**src/rtl/fwti_pkg.sv**
```systemverilog
`timescale 1ns / 1ps
// shared types, constants and rule tables for the fuzzy wash-time pipeline
// no dependencies; imported by fwti_grade and fuzzy_wash_time_inference
package fwti_pkg;

    localparam int FRAC_BITS = 8;
    localparam int IN_W      = FRAC_BITS + 7;
    localparam int OUT_W     = FRAC_BITS + 6;
    localparam int CNT_W     = 3;
    localparam int GRADE_W   = FRAC_BITS + 6;
    localparam int POINT_W   = FRAC_BITS + 11;
    localparam int SUM_W     = FRAC_BITS + 13;
    localparam int RECIP_K   = 28;
    localparam int RECIP_W   = 24;
    localparam int PROD_W    = SUM_W + RECIP_W;

    typedef logic [GRADE_W-1:0] grade_t;
    typedef logic [POINT_W-1:0] point_t;
    typedef logic [SUM_W-1:0]   sum_t;
    typedef logic [RECIP_W-1:0] recip_t;

    typedef struct packed {
        grade_t g_small;
        grade_t g_medium;
        grade_t g_large;
    } grade_set_t;

    // full scale of a membership degree, and twice that
    localparam logic [IN_W-1:0] FULL_S  = IN_W'(50 << FRAC_BITS);
    localparam logic [IN_W-1:0] FULL_2S = IN_W'(100 << FRAC_BITS);

    localparam logic [2:0] SET_VSHORT = 3'd0;
    localparam logic [2:0] SET_SHORT  = 3'd1;
    localparam logic [2:0] SET_MEDIUM = 3'd2;
    localparam logic [2:0] SET_LONG   = 3'd3;
    localparam logic [2:0] SET_VLONG  = 3'd4;

    // output set by [dirt class][stain class], classes small, medium, large
    localparam logic [2:0] RULE_SET [3][3] = '{
        '{SET_VSHORT, SET_MEDIUM, SET_LONG},
        '{SET_SHORT,  SET_MEDIUM, SET_LONG},
        '{SET_MEDIUM, SET_LONG,   SET_VLONG}
    };

    // rule points in units of one twentieth of an lsb
    localparam point_t PT_VSHORT = POINT_W'(100 << FRAC_BITS);
    localparam point_t PT_SHORT  = POINT_W'(250 << FRAC_BITS);
    localparam point_t PT_MEDIUM = POINT_W'(500 << FRAC_BITS);
    localparam point_t PT_LONG   = POINT_W'(850 << FRAC_BITS);
    localparam point_t PT_VLONG  = POINT_W'(1000 << FRAC_BITS);

    // reciprocals of 20 * count, rounded up, scaled by 2^RECIP_K
    localparam recip_t RECIP_1 = RECIP_W'(((64'd1 << RECIP_K) + 64'd19) / 64'd20);
    localparam recip_t RECIP_2 = RECIP_W'(((64'd1 << RECIP_K) + 64'd39) / 64'd40);
    localparam recip_t RECIP_3 = RECIP_W'(((64'd1 << RECIP_K) + 64'd59) / 64'd60);
    localparam recip_t RECIP_4 = RECIP_W'(((64'd1 << RECIP_K) + 64'd79) / 64'd80);

    function automatic point_t point20(input logic [2:0] set, input grade_t n);
        point_t ne;
        begin
            ne = POINT_W'(n);
            unique case (set)
                SET_VSHORT: point20 = PT_VSHORT - (ne << 1);
                SET_SHORT:  point20 = PT_SHORT - ne;
                SET_MEDIUM: point20 = PT_MEDIUM;
                SET_LONG:   point20 = PT_LONG - ne;
                default:    point20 = PT_VLONG + (ne << 2);
            endcase
        end
    endfunction

endpackage

```
**src/rtl/fuzzy_wash_time_inference.sv**
```systemverilog
`timescale 1ns / 1ps
// fuzzy wash-time inference: four-stage pipeline from level pair to wash time
// m_tvalid rises once an accepted item has passed the stage 1 to 4 registers; one item per cycle while m_tready is high
// stages: memberships, rule points, sum and count, reciprocal multiply
// each stage has its own valid bit and ready, so bubbles close up under a stall
// aresetn (synchronous, active low) clears the valid bits only
// depends on fwti_pkg and fwti_grade
module fuzzy_wash_time_inference (
    input  logic        aclk,
    input  logic        aresetn,
    input  logic        s_tvalid,
    output logic        s_tready,
    input  logic [31:0] s_tdata,   // dirt_level [14:0], stain_level [29:15], zeros above
    output logic        m_tvalid,
    input  logic        m_tready,
    output logic [23:0] m_tdata    // wash_minutes [13:0], rules_fired [16:14], zeros above
);
    import fwti_pkg::*;

    // stage 1: memberships
    grade_set_t dirt_grd;
    grade_set_t stain_grd;
    grade_t     d_grd_reg [3];
    grade_t     s_grd_reg [3];
    logic       v1_reg;

    // stage 2: masked rule points
    point_t     pt_next [9];
    logic [8:0] fire_next;
    point_t     pt_reg [9];
    logic [8:0] fire_reg;
    logic       v2_reg;

    // stage 3: rounded numerator and count
    sum_t             num_next;
    logic [CNT_W-1:0] cnt_next;
    sum_t             num_reg;
    logic [CNT_W-1:0] cnt_reg;
    logic             v3_reg;

    // stage 4: result
    recip_t             recip;
    logic [PROD_W-1:0]  prod;
    logic [OUT_W-1:0]   mins_reg;
    logic [CNT_W-1:0]   out_cnt_reg;
    logic               v4_reg;

    logic rdy1;
    logic rdy2;
    logic rdy3;
    logic rdy4;

    assign rdy4     = !v4_reg || m_tready;
    assign rdy3     = !v3_reg || rdy4;
    assign rdy2     = !v2_reg || rdy3;
    assign rdy1     = !v1_reg || rdy2;
    assign s_tready = rdy1;

    fwti_grade u_dirt_grade (
        .level  (s_tdata[IN_W-1:0]),
        .grades (dirt_grd)
    );

    fwti_grade u_stain_grade (
        .level  (s_tdata[2*IN_W-1:IN_W]),
        .grades (stain_grd)
    );

    always_ff @(posedge aclk) begin
        if (!aresetn) begin
            v1_reg <= 1'b0;
        end else if (rdy1) begin
            v1_reg <= s_tvalid;
        end
        if (rdy1 && s_tvalid) begin
            d_grd_reg[0] <= dirt_grd.g_small;
            d_grd_reg[1] <= dirt_grd.g_medium;
            d_grd_reg[2] <= dirt_grd.g_large;
            s_grd_reg[0] <= stain_grd.g_small;
            s_grd_reg[1] <= stain_grd.g_medium;
            s_grd_reg[2] <= stain_grd.g_large;
        end
    end

    // min strength per rule, then its point; a zero strength or zero point is dropped
    always_comb begin
        grade_t n;
        point_t p;
        for (int i = 0; i < 3; i++) begin
            for (int j = 0; j < 3; j++) begin
                n = (d_grd_reg[i] < s_grd_reg[j]) ? d_grd_reg[i] : s_grd_reg[j];
                p = point20(RULE_SET[i][j], n);
                fire_next[i*3+j] = (n != '0) && (p != '0);
                pt_next[i*3+j]   = fire_next[i*3+j] ? p : '0;
            end
        end
    end

    always_ff @(posedge aclk) begin
        if (!aresetn) begin
            v2_reg <= 1'b0;
        end else if (rdy2) begin
            v2_reg <= v1_reg;
        end
        if (rdy2 && v1_reg) begin
            pt_reg   <= pt_next;
            fire_reg <= fire_next;
        end
    end

    // at most two classes of each input are nonzero, so at most four rules fire
    always_comb begin
        sum_t acc;
        acc = '0;
        for (int k = 0; k < 9; k++) begin
            acc = acc + SUM_W'(pt_reg[k]);
        end
        cnt_next = CNT_W'($countones(fire_reg));
        num_next = acc + SUM_W'(cnt_next) * SUM_W'(10);
    end

    always_ff @(posedge aclk) begin
        if (!aresetn) begin
            v3_reg <= 1'b0;
        end else if (rdy3) begin
            v3_reg <= v2_reg;
        end
        if (rdy3 && v2_reg) begin
            num_reg <= num_next;
            cnt_reg <= cnt_next;
        end
    end

    // division by 20 * count as a multiply by a rounded-up reciprocal
    always_comb begin
        case (cnt_reg)
            3'd1:    recip = RECIP_1;
            3'd2:    recip = RECIP_2;
            3'd3:    recip = RECIP_3;
            3'd4:    recip = RECIP_4;
            default: recip = '0;
        endcase
        prod = PROD_W'(num_reg) * PROD_W'(recip);
    end

    always_ff @(posedge aclk) begin
        if (!aresetn) begin
            v4_reg <= 1'b0;
        end else if (rdy4) begin
            v4_reg <= v3_reg;
        end
        if (rdy4 && v3_reg) begin
            mins_reg    <= prod[RECIP_K+OUT_W-1:RECIP_K];
            out_cnt_reg <= cnt_reg;
        end
    end

    assign m_tvalid = v4_reg;
    assign m_tdata  = {{(24 - OUT_W - CNT_W){1'b0}}, out_cnt_reg, mins_reg};

`ifndef SYNTH
    a_cnt_range : assert property (@(posedge aclk) disable iff (!aresetn)
        v4_reg |-> (out_cnt_reg <= 3'd4))
        else $error("rules_fired above four");

    a_zero_when_none : assert property (@(posedge aclk) disable iff (!aresetn)
        (v4_reg && out_cnt_reg == '0) |-> (mins_reg == '0))
        else $error("nonzero wash time with no rule fired");

    a_mins_range : assert property (@(posedge aclk) disable iff (!aresetn)
        v4_reg |-> (mins_reg <= OUT_W'(60 << FRAC_BITS)))
        else $error("wash time above sixty minutes");

    a_cnt_matches_mask : assert property (@(posedge aclk) disable iff (!aresetn)
        (rdy3 && v2_reg) |=> (cnt_reg == CNT_W'($countones($past(fire_reg)))))
        else $error("stage 3 count lost its fire mask");

    a_stage1_hold : assert property (@(posedge aclk) disable iff (!aresetn)
        (v1_reg && !rdy2) |=> (v1_reg && $stable(d_grd_reg[0]) && $stable(s_grd_reg[2])))
        else $error("stage 1 changed while stalled");
`endif

endmodule

```
**src/rtl/fwti_grade.sv**
```systemverilog
`timescale 1ns / 1ps
// triangular medium and ramp-shaped small and large memberships of one level reading
// depends on fwti_pkg
module fwti_grade (
    input  logic [fwti_pkg::IN_W-1:0] level,
    output fwti_pkg::grade_set_t      grades
);
    import fwti_pkg::*;

    logic below_s;
    logic at_most_s;
    logic below_2s;

    assign below_s   = level < FULL_S;
    assign at_most_s = level <= FULL_S;
    assign below_2s  = level < FULL_2S;

    always_comb begin
        grades.g_small = below_s ? GRADE_W'(FULL_S - level) : '0;

        if (at_most_s) begin
            grades.g_medium = GRADE_W'(level);
        end else if (below_2s) begin
            grades.g_medium = GRADE_W'(FULL_2S - level);
        end else begin
            grades.g_medium = '0;
        end

        // saturates to full scale above the top of the range
        if (at_most_s) begin
            grades.g_large = '0;
        end else if (below_2s) begin
            grades.g_large = GRADE_W'(level - FULL_S);
        end else begin
            grades.g_large = GRADE_W'(FULL_S);
        end
    end

endmodule

```
**config.mk**
```make
export PLATFORM = sky130hd
export DESIGN_NAME = fuzzy_wash_time_inference
export DESIGN_NICKNAME = d
export VERILOG_FILES = /design/src/rtl/fwti_pkg.sv /design/src/rtl/fuzzy_wash_time_inference.sv /design/src/rtl/fwti_grade.sv
export SDC_FILE = /design/constraint.sdc
export NUM_CORES = 1
export LEC_CHECK = 0
export CAP_MARGIN = 20
export CORE_ASPECT_RATIO = 1.2
export CORE_MARGIN = 2
export CORE_UTILIZATION = 40
export DETAILED_ROUTE_END_ITERATION = 6
export DONT_BUFFER_PORTS = 1
export GPL_TIMING_DRIVEN = 0
export RECOVER_POWER = 25
export SLEW_MARGIN = 15
export SYNTH_ARGS = -nofsm -noshare
export SYNTH_HDL_FRONTEND = slang
export SYNTH_SLANG_ARGS = --single-unit
```
**constraint.sdc**
```tcl
create_clock -name aclk -period 11.3 [get_ports aclk]
set_clock_uncertainty 0.1 [all_clocks]
set_input_delay 1.695 -clock aclk [delete_from_list [all_inputs] [get_ports aclk]]
set_output_delay 1.695 -clock aclk [all_outputs]
set_load 0.01 [all_outputs]
```
==> results of run 1 <==
[logic make-up after synthesis]
logic type	after synthesis	synth area share
xor gates and xnor gates	129	0.0414
buffers and inverters	542	0.0768
and+or+nand+nor	642	0.115
other	1	0.000137
adders and majority gates	651	0.392
AOI/OAI and AO/OA	399	0.0937
DFF	234	0.256
muxes	65	0.0243
[power breakdown]
group,leakage [uW],internal (uW),switching (uW)
logic,0.0113,858,1190
registers,0.00215,1160,114
clock network,0.000466,563,391
total,0.0140,2580,1700
[final cells by class]
type	instances	area (sq um)	area share
multi-input combinational	1893	18200	0.617
sequential	234	6990	0.236
timing repair buffer	10	159	0.00537
inverter	468	1760	0.0594
clock inverter	23	245	0.00829
clock buffer	30	729	0.0247
buffer	74	339	0.0115
tap	901	1130	0.0381
[worst register-to-register path, stage by stage (launching register included)]
cell      delay [ns]
edfxtp_1        0.53
nor3b_1         0.76
clkbuf_1        0.51
clkbuf_1        0.48
nand2_1         0.15
fa_1            0.46
fa_1            0.66
inv_1           0.09
fa_1            0.58
inv_1           0.08
fa_1            0.54
inv_1           0.06
fa_1            0.51
fa_1            0.55
inv_1           0.05
fa_1            0.53
inv_1           0.04
ha_1            0.32
nand4_1         0.23
nor3_1          0.40
a21oi_1         0.11
o211ai_1        0.15
a41oi_1         0.18
o311a_1         0.44
nor3_1          0.32
a21oi_1         0.17
o21bai_1        0.18
xor2_1          0.09
[Yosys cell counts, drive strengths merged (4+ instances only)]
cell / instances / share of area
o311ai: 4 / 0.0013
or2: 5 / 0.0011
nor3: 62 / 0.012
nor4: 13 / 0.0032
and3: 18 / 0.0041
xnor2: 92 / 0.030
a21boi: 4 / 0.0011
a21o: 52 / 0.014
a211o: 4 / 0.0013
fa: 342 / 0.25
nand3: 40 / 0.0073
dfxtp: 4 / 0.0029
edfxtp: 230 / 0.25
ha: 309 / 0.14
o21ai: 105 / 0.019
nor2b: 26 / 0.0060
o211ai: 5 / 0.0014
nor2: 182 / 0.025
a2111oi: 6 / 0.0022
clkbuf: 50 / 0.0069
buf: 24 / 0.0055
a211oi: 10 / 0.0027
nor3b: 9 / 0.0027
mux2: 11 / 0.0045
o22ai: 4 / 0.00092
o21a: 12 / 0.0033
mux2i: 54 / 0.020
or3: 25 / 0.0059
a41oi: 6 / 0.0025
a31oi: 5 / 0.0011
and2: 61 / 0.014
nand2b: 27 / 0.0062
inv: 468 / 0.064
a21oi: 124 / 0.023
nand2: 145 / 0.020
o31ai: 17 / 0.0049
xor2: 37 / 0.012
nand4: 15 / 0.0034
o21bai: 5 / 0.0014
o311a: 4 / 0.0015
[per-stage QoR]
stage | hold WS [ns] | worst slack [ns] | power (uW)
final | 0.376 | 1.76 | 4270
after global routing | 0.412 | 1.14 | 4620
after global placement | 0.358 | -1.95 | 3290
after detailed placement | 0.366 | 1.51 | 3350
after CTS | 0.385 | 1.52 | 4320
after floorplan | 0.348 | 0.883 | 2780
[metal layers]
| layer | wire length, um | GRT usage |
|---|---|---|
| met4 | 3590 | 0.0967 |
| met3 | 2280 | 0.0197 |
| met1 | 28600 | 0.240 |
| met5 | 0 | 0 |
| met2 | 41100 | 0.414 |
[worst paths after layout]
path | start | to | slack, ns
setup / recovery | cnt_reg[0] | mins_reg[7] | 1.76
hold reg to reg | v3_reg | m_tvalid | 0.38
setup reg to reg | cnt_reg[0] | mins_reg[7] | 1.76
hold / removal | v3_reg | m_tvalid | 0.38
==> results.py, run 1 <==
metrics = {
    "run_status": {
        "status": "complete, but fails checks",
        "violations": "max-capacitance violations, max-slew violations",
    },
    "cells_and_area": {
        "drive_gt1_frac": 0.0425,
        "layout.nets": 3397,
        "post-route-util": 0.440,
        "largest_reg_flops": 96,
        "final_common_cell": "inv_1",
        "fin_cells": 3633,
        "mostFrequentLayoutCells": "inv_1, fa_1, ha_1",
        "num_antenna_cells": 0,
        "fill_cells": 6500,
        "final_area_sq_um": 29600,
        "area_delta_synth_final_pct": 8.36,
    },
    "yosys": {
        "synth_ff_type": "edfxtp_1",
        "ys_seq_elements": 234,
        "syn_avg_cell_area_sq_um": 10.3,
        "netlist_area_sq_um": 27300,
        "async_flop_share": 0,
        "syn_inst": 2663,
        "synth-edff-count": 230,
        "ys_warn_count": 0,
        "yosysSeqAreaShare": 0.256,
        "synth_cell_type_count": 82,
    },
    "worst_setup_path": {
        "critPathMaxStageDelay_ns": 0.76,
        "setup.worst_path.end_class": "register",
        "cpMaxStageDelayCell": "nor3b_1",
        "critPathLaunchType": "register",
        "crit_top_cell": "fa_1",
        "worst-path-max-fanout": 10,
        "path_buf_inv": 7,
        "critical_path_class": "register to register",
        "cp_top_family": "adder cells",
        "r2r_cells": 27,
        "path_depth": 27,
        "arrival_ns": 9.75,
        "critical_path_required_ns": 11.51,
    },
    "die": {
        "num_rows": 104,
        "die_y_um": 290,
        "die_area_sq_um": 70400,
        "start_util": 0.406,
        "ios": 62,
        "core_sq_um": 67300,
        "die_w_um": 242,
    },
    "timing": {
        "rsz0062_at_grt": "no",
        "max_slew_margin": -0.536,
        "setup_viol": 0,
        "min_period_ns": 9.54,
        "finalSetupTns_ns": 0,
        "timing.fmax_mhz": 105,
        "tightest_slew_ns": 2.29,
        "maxSlewViolCount": 56,
        "finalHoldViolCount": 0,
        "finalCritPeriodShare": 0.844,
    },
    "drt": {
        "drtAntennaViolNets": 0,
        "drt_iter0_markers": 1012,
        "drcViolationCount": 0,
        "drt-total-wl_mm": 75.5,
        "avgRoutedWirePerCell_um": 20.8,
        "via_per_inst": 5.21,
        "vias": 18913,
        "firstDrtPassIters": 7,
    },
    "global_routing": {
        "grt_pass1_vias": 20372,
        "grt_max_degree": 27,
        "grt_antenna_before_repair": 0,
        "grt_first_pass_wirelength_mm": 117,
        "grt-ovfl-total": 0,
        "grt_use_total": 0.216,
    },
    "clocking": {
        "cts_root_buffer": "clkbuf_16",
        "postCtsSetupBuffers": 0,
        "cts_hold_buf": 0,
        "cts_made_buffers": 29,
        "ctsResizeCount": 0,
        "htreeDepth": 1,
        "max-clock-path-buffers": 3,
        "clock_sinks": 234,
        "cts_tree": "done",
        "clock_latency_ns": 0.57,
        "clk_pin_slew_ns": 0.06,
    },
    "pwr": {
        "p_per_area_nw_per_um2": 144,
        "p_leak_uw": 0.0140,
        "vdd_drop_max_mv": 0.116,
    },
    "place": {
        "placed_cells": 3578,
        "gp_routability_congestion": 0.950,
        "hpwlAfterDp_mm": 65.6,
        "placed_area_sq_um": 28700,
        "io_buffers": 0,
    },
    "min_path": {
        "min_path_type": "register to register",
        "hold_depth": 1,
    },
    "run": {
        "maxCapViolCount": 3,
    },
}
Power figures use the tool's default switching activity.
==> run 2: changes to the inputs <==
==> constraint.sdc (replaced) <==
create_clock -name aclk -period 8.5 [get_ports aclk]
set_clock_uncertainty 0.1 [all_clocks]
set_input_delay 1.275 -clock aclk [delete_from_list [all_inputs] [get_ports aclk]]
set_output_delay 1.275 -clock aclk [all_outputs]
set_load 0.01 [all_outputs]
==> results.py, run 2 (synthesized netlist as in run 1, its figures left out) <==
metrics = {
    "worst_setup_path": {
        "critical_path_class": "register to register",
        "worst-path-max-fanout": 10,
        "critical_path_required_ns": 8.71,
        "critPathLaunchType": "register",
        "arrival_ns": 8.42,
        "setup.worst_path.end_class": "register",
    },
    "timing": {
        "finalHoldViolCount": 0,
        "maxSlewViolCount": 44,
        "min_period_ns": 8.21,
        "setup_ws_ns": 0.287,
        "setup_viol": 0,
        "tightest_slew_ns": 3.43,
        "finalSetupTns_ns": 0,
        "whs_ns": 0.376,
        "timing.fmax_mhz": 122,
        "max_slew_margin": -1.31,
        "finalCritPeriodShare": 0.966,
    },
    "place": {
        "gp_routability_congestion": 0.966,
        "dpl_worst_slack_ns": -1.18,
        "placed_cells": 3580,
        "io_buffers": 0,
        "hpwlAfterDp_mm": 65.2,
    },
    "cells_and_area": {
        "largest_reg_flops": 96,
        "drive_gt1_frac": 0.0533,
        "fin_cells": 3643,
        "layout.nets": 3410,
        "area_delta_synth_final_pct": 9.09,
        "fill_cells": 6461,
        "mostFrequentLayoutCells": "inv_1, fa_1, ha_1",
        "multiInputGateArea_sq_um": 18400,
        "final_common_cell": "inv_1",
        "seqCellArea_sq_um": 6990,
    },
    "drt": {
        "via_per_inst": 5.24,
        "firstDrtPassIters": 6,
        "drcViolationCount": 0,
        "drtAntennaViolNets": 0,
        "drt_iter0_markers": 994,
        "vias": 19098,
        "avgRoutedWirePerCell_um": 20.8,
        "drt-total-wl_mm": 75.7,
    },
    "clocking": {
        "clock_latency_ns": 0.56,
        "cts_made_buffers": 29,
        "htreeDepth": 1,
        "max-clock-path-buffers": 3,
        "cts_hold_buf": 0,
        "clk_pin_slew_ns": 0.05,
        "cts_root_buffer": "clkbuf_16",
        "clock_sinks": 234,
        "cts_tree": "done",
    },
    "min_path": {
        "min_path_type": "register to register",
    },
    "global_routing": {
        "grt-ovfl-total": 0,
        "grt_first_pass_wirelength_mm": 117,
        "grt_use_total": 0.216,
        "grt_antenna_before_repair": 1,
        "grt_max_degree": 27,
        "grt_pass1_vias": 20619,
    },
    "die": {
        "start_util": 0.406,
        "core_sq_um": 67300,
        "die_area_sq_um": 70400,
        "ios": 62,
        "num_rows": 104,
        "die_y_um": 290,
        "die_w_um": 242,
    },
    "run_status": {
        "status": "complete, but fails checks",
        "violations": "max-capacitance violations, max-slew violations",
    },
    "pwr": {
        "vdd_drop_max_mv": 0.133,
        "p_leak_uw": 0.0141,
        "p_per_area_nw_per_um2": 188,
    },
    "run": {
        "maxCapViolCount": 2,
    },
}
==> run 2: cell count changes in the layout (fill, tap and decap cells not counted), moves of 3 or more <==
cell | before | now
a21oi_1 | 122 | 119
buf_4 | 9 | 25
clkbuf_1 | 54 | 49
clkbuf_4 | 0 | 6
clkinv_1 | 2 | 5
clkinv_2 | 7 | 3
clkinvlp_4 | 6 | 3
fa_1 | 342 | 338
fa_2 | 0 | 4
==> run 2: layout make-up <==
cell class / count / area share
multi-input combinational: 1893 / 0.616
clock inverter: 16 / 0.00559
inverter: 468 / 0.0590
timing repair buffer: 25 / 0.00970
antenna: 1 / 0.0000840
buffer: 72 / 0.0121
tap: 901 / 0.0379
clock buffer: 33 / 0.0249
sequential: 234 / 0.235
==> run 2: critical path, stage by stage, from the launching register on <==
cell	delay [ns]
edfxtp_1	0.49
nor3b_4	0.32
buf_4	0.25
clkbuf_4	0.25
nand2_1	0.09
fa_1	0.58
inv_1	0.08
fa_2	0.62
inv_1	0.08
fa_1	0.51
fa_1	0.51
inv_1	0.05
fa_1	0.48
fa_1	0.55
inv_1	0.06
fa_1	0.52
inv_1	0.04
ha_1	0.31
o21ai_0	0.23
o21bai_1	0.10
a211o_1	0.29
a21oi_1	0.14
o31a_1	0.32
a21oi_4	0.11
o31a_1	0.32
o21a_1	0.21
o21ai_0	0.23
a21oi_1	0.09
==> run 2: per-layer routing <==
metal,routed length (um),vias to the layer above,track usage,part of all wire
met1,28300,9387,0.234,0.37
met5,0,-,0,0
met3,2450,196,0.0203,0.032
li1,-,9005,-,-
met4,4570,0,0.113,0.060
met2,40400,510,0.412,0.53
==> run 2: final timing paths <==
path | start | to | cells past startpoint | slack [ns]
worst max-delay path | cnt_reg[1] | mins_reg[12] | 27 | 0.29
worst min-delay path | v3_reg | m_tvalid | 1 | 0.38
worst max register to register | cnt_reg[1] | mins_reg[12] | 27 | 0.29
worst min register to register | v3_reg | m_tvalid | 1 | 0.38
==> run 2: metrics by stage <==
step,area [sq um],utilization,power [uW]
global placement,28400,0.423,4350
floorplan,27300,-,3690
detailed placement,28700,0.427,4420
global route,29800,0.443,6050
finish,29800,0.443,5610
CTS,29800,0.442,5640
==> run 2: repair_timing <==
item	CTS	global route
setup buffers	11	4
hold endpoints to repair	0	0
resized for setup	19	27
setup endpoints to repair	14	9
cloned	0	0
pin swaps	0	7
==> run 2: power by group <==
group          total, uW  internal, uW  switching, uW
Combinational       2730          1140           1590
Sequential          1690          1540            151
Clock               1190           709            478
Total               5610          3390           2220
==> run 3: changes to the inputs <==
--- a/config.mk
+++ b/config.mk
@@ -5,10 +5,12 @@
 export SDC_FILE = /design/constraint.sdc
 export NUM_CORES = 1
 export LEC_CHECK = 0
+export ABC_AREA = 1
 export CAP_MARGIN = 20
 export CORE_ASPECT_RATIO = 1.2
 export CORE_MARGIN = 2
 export CORE_UTILIZATION = 40
+export CTS_BUF_LIST = sky130_fd_sc_hd__clkbuf_16
 export DETAILED_ROUTE_END_ITERATION = 6
 export DONT_BUFFER_PORTS = 1
 export GPL_TIMING_DRIVEN = 0
==> results.py, run 3 <==
metrics = {
    "timing": {
        "maxSlewViolCount": 114,
        "tightest_slew_ns": 4.59,
        "setup_viol": 0,
        "rsz0062_at_grt": "no",
        "finalHoldViolCount": 0,
        "min_period_ns": 8.03,
        "finalCritPeriodShare": 0.944,
        "timing.fmax_mhz": 125,
        "setup_ws_ns": 0.473,
        "max_slew_margin": -2.06,
        "finalSetupTns_ns": 0,
    },
    "place": {
        "hpwlAfterDp_mm": 67.5,
        "gp_routability_congestion": 0.984,
        "io_buffers": 0,
        "dpl_worst_slack_ns": -0.257,
    },
    "drt": {
        "drtAntennaViolNets": 0,
        "drt-total-wl_mm": 77.9,
        "firstDrtPassIters": 5,
        "vias": 20484,
        "drt_iter0_markers": 1048,
        "avgRoutedWirePerCell_um": 19.0,
        "drcViolationCount": 0,
        "via_per_inst": 5.01,
    },
    "worst_setup_path": {
        "crit_start": "cnt_reg[2]",
        "arrival_ns": 8.27,
        "cpMaxStageDelayCell": "fa_1",
        "r2r_cells": 28,
        "critical_path_class": "register to register",
        "reg2reg_from": "cnt_reg[2]",
        "critPathLaunchType": "register",
        "cp-endpoint": "mins_reg[8]",
        "critPathMaxStageDelay_ns": 0.58,
        "worstReg2RegEnd": "mins_reg[8]",
        "critical_path_required_ns": 8.74,
        "worst-path-max-fanout": 10,
        "setup.worst_path.end_class": "register",
        "rrSetupSlack_ns": 0.47,
        "crit_top_cell": "fa_1",
    },
    "yosys": {
        "synthTopCellsByArea": "edfxtp_1, fa_1, ha_1",
        "async_flop_share": 0,
        "netlist_area_sq_um": 28000,
        "ys_warn_count": 0,
        "synth_top_area_share": 0.247,
        "ys_top_cells_by_count": "inv_1, nand2_1, fa_1",
        "syn_avg_cell_area_sq_um": 9.00,
        "synth_cell_type_count": 64,
        "yosysSeqAreaShare": 0.250,
        "synth-edff-count": 230,
        "synth_ff_type": "edfxtp_1",
        "yosysMostFrequentCell": "inv_1",
        "syn_inst": 3105,
        "ys_seq_elements": 234,
        "yosysTopAreaCell": "edfxtp_1",
    },
    "global_routing": {
        "grt-ovfl-total": 0,
        "grt_first_pass_wirelength_mm": 120,
        "grt_use_total": 0.221,
        "grt_antenna_before_repair": 0,
        "grt_pass1_vias": 21447,
        "grt_max_degree": 89,
    },
    "clocking": {
        "cts_root_buffer": "clkbuf_16",
        "cts_made_buffers": 29,
        "clk_pin_slew_ns": 0.06,
        "htreeDepth": 1,
        "clock_sinks": 234,
        "clock_latency_ns": 0.59,
        "max-clock-path-buffers": 3,
        "cts_hold_buf": 0,
        "cts_tree": "done",
    },
    "cells_and_area": {
        "largest_reg_flops": 96,
        "area_delta_synth_final_pct": 7.92,
        "layout.nets": 3833,
        "num_antenna_cells": 0,
        "mostFrequentLayoutCells": "inv_1, nand2_1, fa_1",
        "final_common_cell": "inv_1",
        "drive_gt1_frac": 0.0536,
    },
    "run_status": {
        "violations": "max-capacitance violations, max-slew violations",
        "status": "complete, but fails checks",
    },
    "die": {
        "die_area_sq_um": 72000,
        "num_rows": 106,
        "ios": 62,
        "die_w_um": 245,
        "die_y_um": 294,
        "core_sq_um": 69400,
        "start_util": 0.403,
    },
    "run": {
        "maxCapViolCount": 2,
    },
    "min_path": {
        "min_path_type": "register to register",
    },
}
run 3: what timing repair did:
action / 4_1_cts / 5_1_grt
resized for setup: 2 / 12
setup endpoints to repair: 6 / 3
setup buffers: 0 / 0
gates cloned: 0 / 0
run 3: stage by stage:
stage | instances | cell area, sq um | util | hold WS, ns
floorplan | 3111 | 28000 | - | 0.326
global placement | 4029 | 29100 | 0.420 | 0.359
detailed placement | 4033 | 29200 | 0.421 | 0.367
CTS | 4087 | 30200 | 0.435 | 0.376
global route | 4087 | 30200 | 0.435 | 0.391
finish | 4087 | 30200 | 0.435 | 0.368
run 3: logic make-up after synthesis:
family / count (synthesis) / synth area share
DFF: 234 / 0.250
xor gates and xnor gates: 75 / 0.0235
other: 1 / 0.000134
buffers and inverters: 733 / 0.102
AOI/OAI and AO/OA: 387 / 0.0799
and+or+nand+nor: 1024 / 0.161
adders and majority gates: 651 / 0.383
run 3: routing by layer:
metal | GRT usage | wire length, um
met5 | 0 | 0
met4 | 0.127 | 5290
met3 | 0.0180 | 2090
met2 | 0.416 | 41300
met1 | 0.241 | 29200
run 3: area by class of cell:
class	count	area [sq um]
multi-input cells	2144	18100
repair buffers	4	47.5
inverters	695	2610
clock buffers	29	726
plain buffers	38	254
flip-flops and latches	234	6990
fillers	6881	39200
well taps	918	1150
clock inverters	25	246
run 3: worst min path at each step:
| stage | to | start | cells past startpoint |
|---|---|---|---|
| 2_1_floorplan | out_cnt_reg[0] | cnt_reg[0] | 0 |
| 3_3_place_gp | v3_reg | v2_reg | 2 |
| 3_5_place_dp | v3_reg | v2_reg | 2 |
| 4_1_cts | v2_reg | v1_reg | 2 |
| 5_1_grt | v3_reg | v2_reg | 2 |
| 6_report | v2_reg | v1_reg | 2 |
run 3: critical path, delay by kind of cell (launching register included):
| family | cells | cell delay [ns] |
|---|---|---|
| flip-flops | 1 | 0.53 |
| adder cells (fa/ha/maj) | 8 | 4.02 |
| AND/OR/NAND/NOR | 11 | 1.77 |
| AO/OA/AOI/OAI | 3 | 0.47 |
| buffers and inverters | 6 | 0.88 |
Power of run 3 is not shown: default switching activity piles up to over one toggle a cycle in this logic, so the estimate is an artifact.
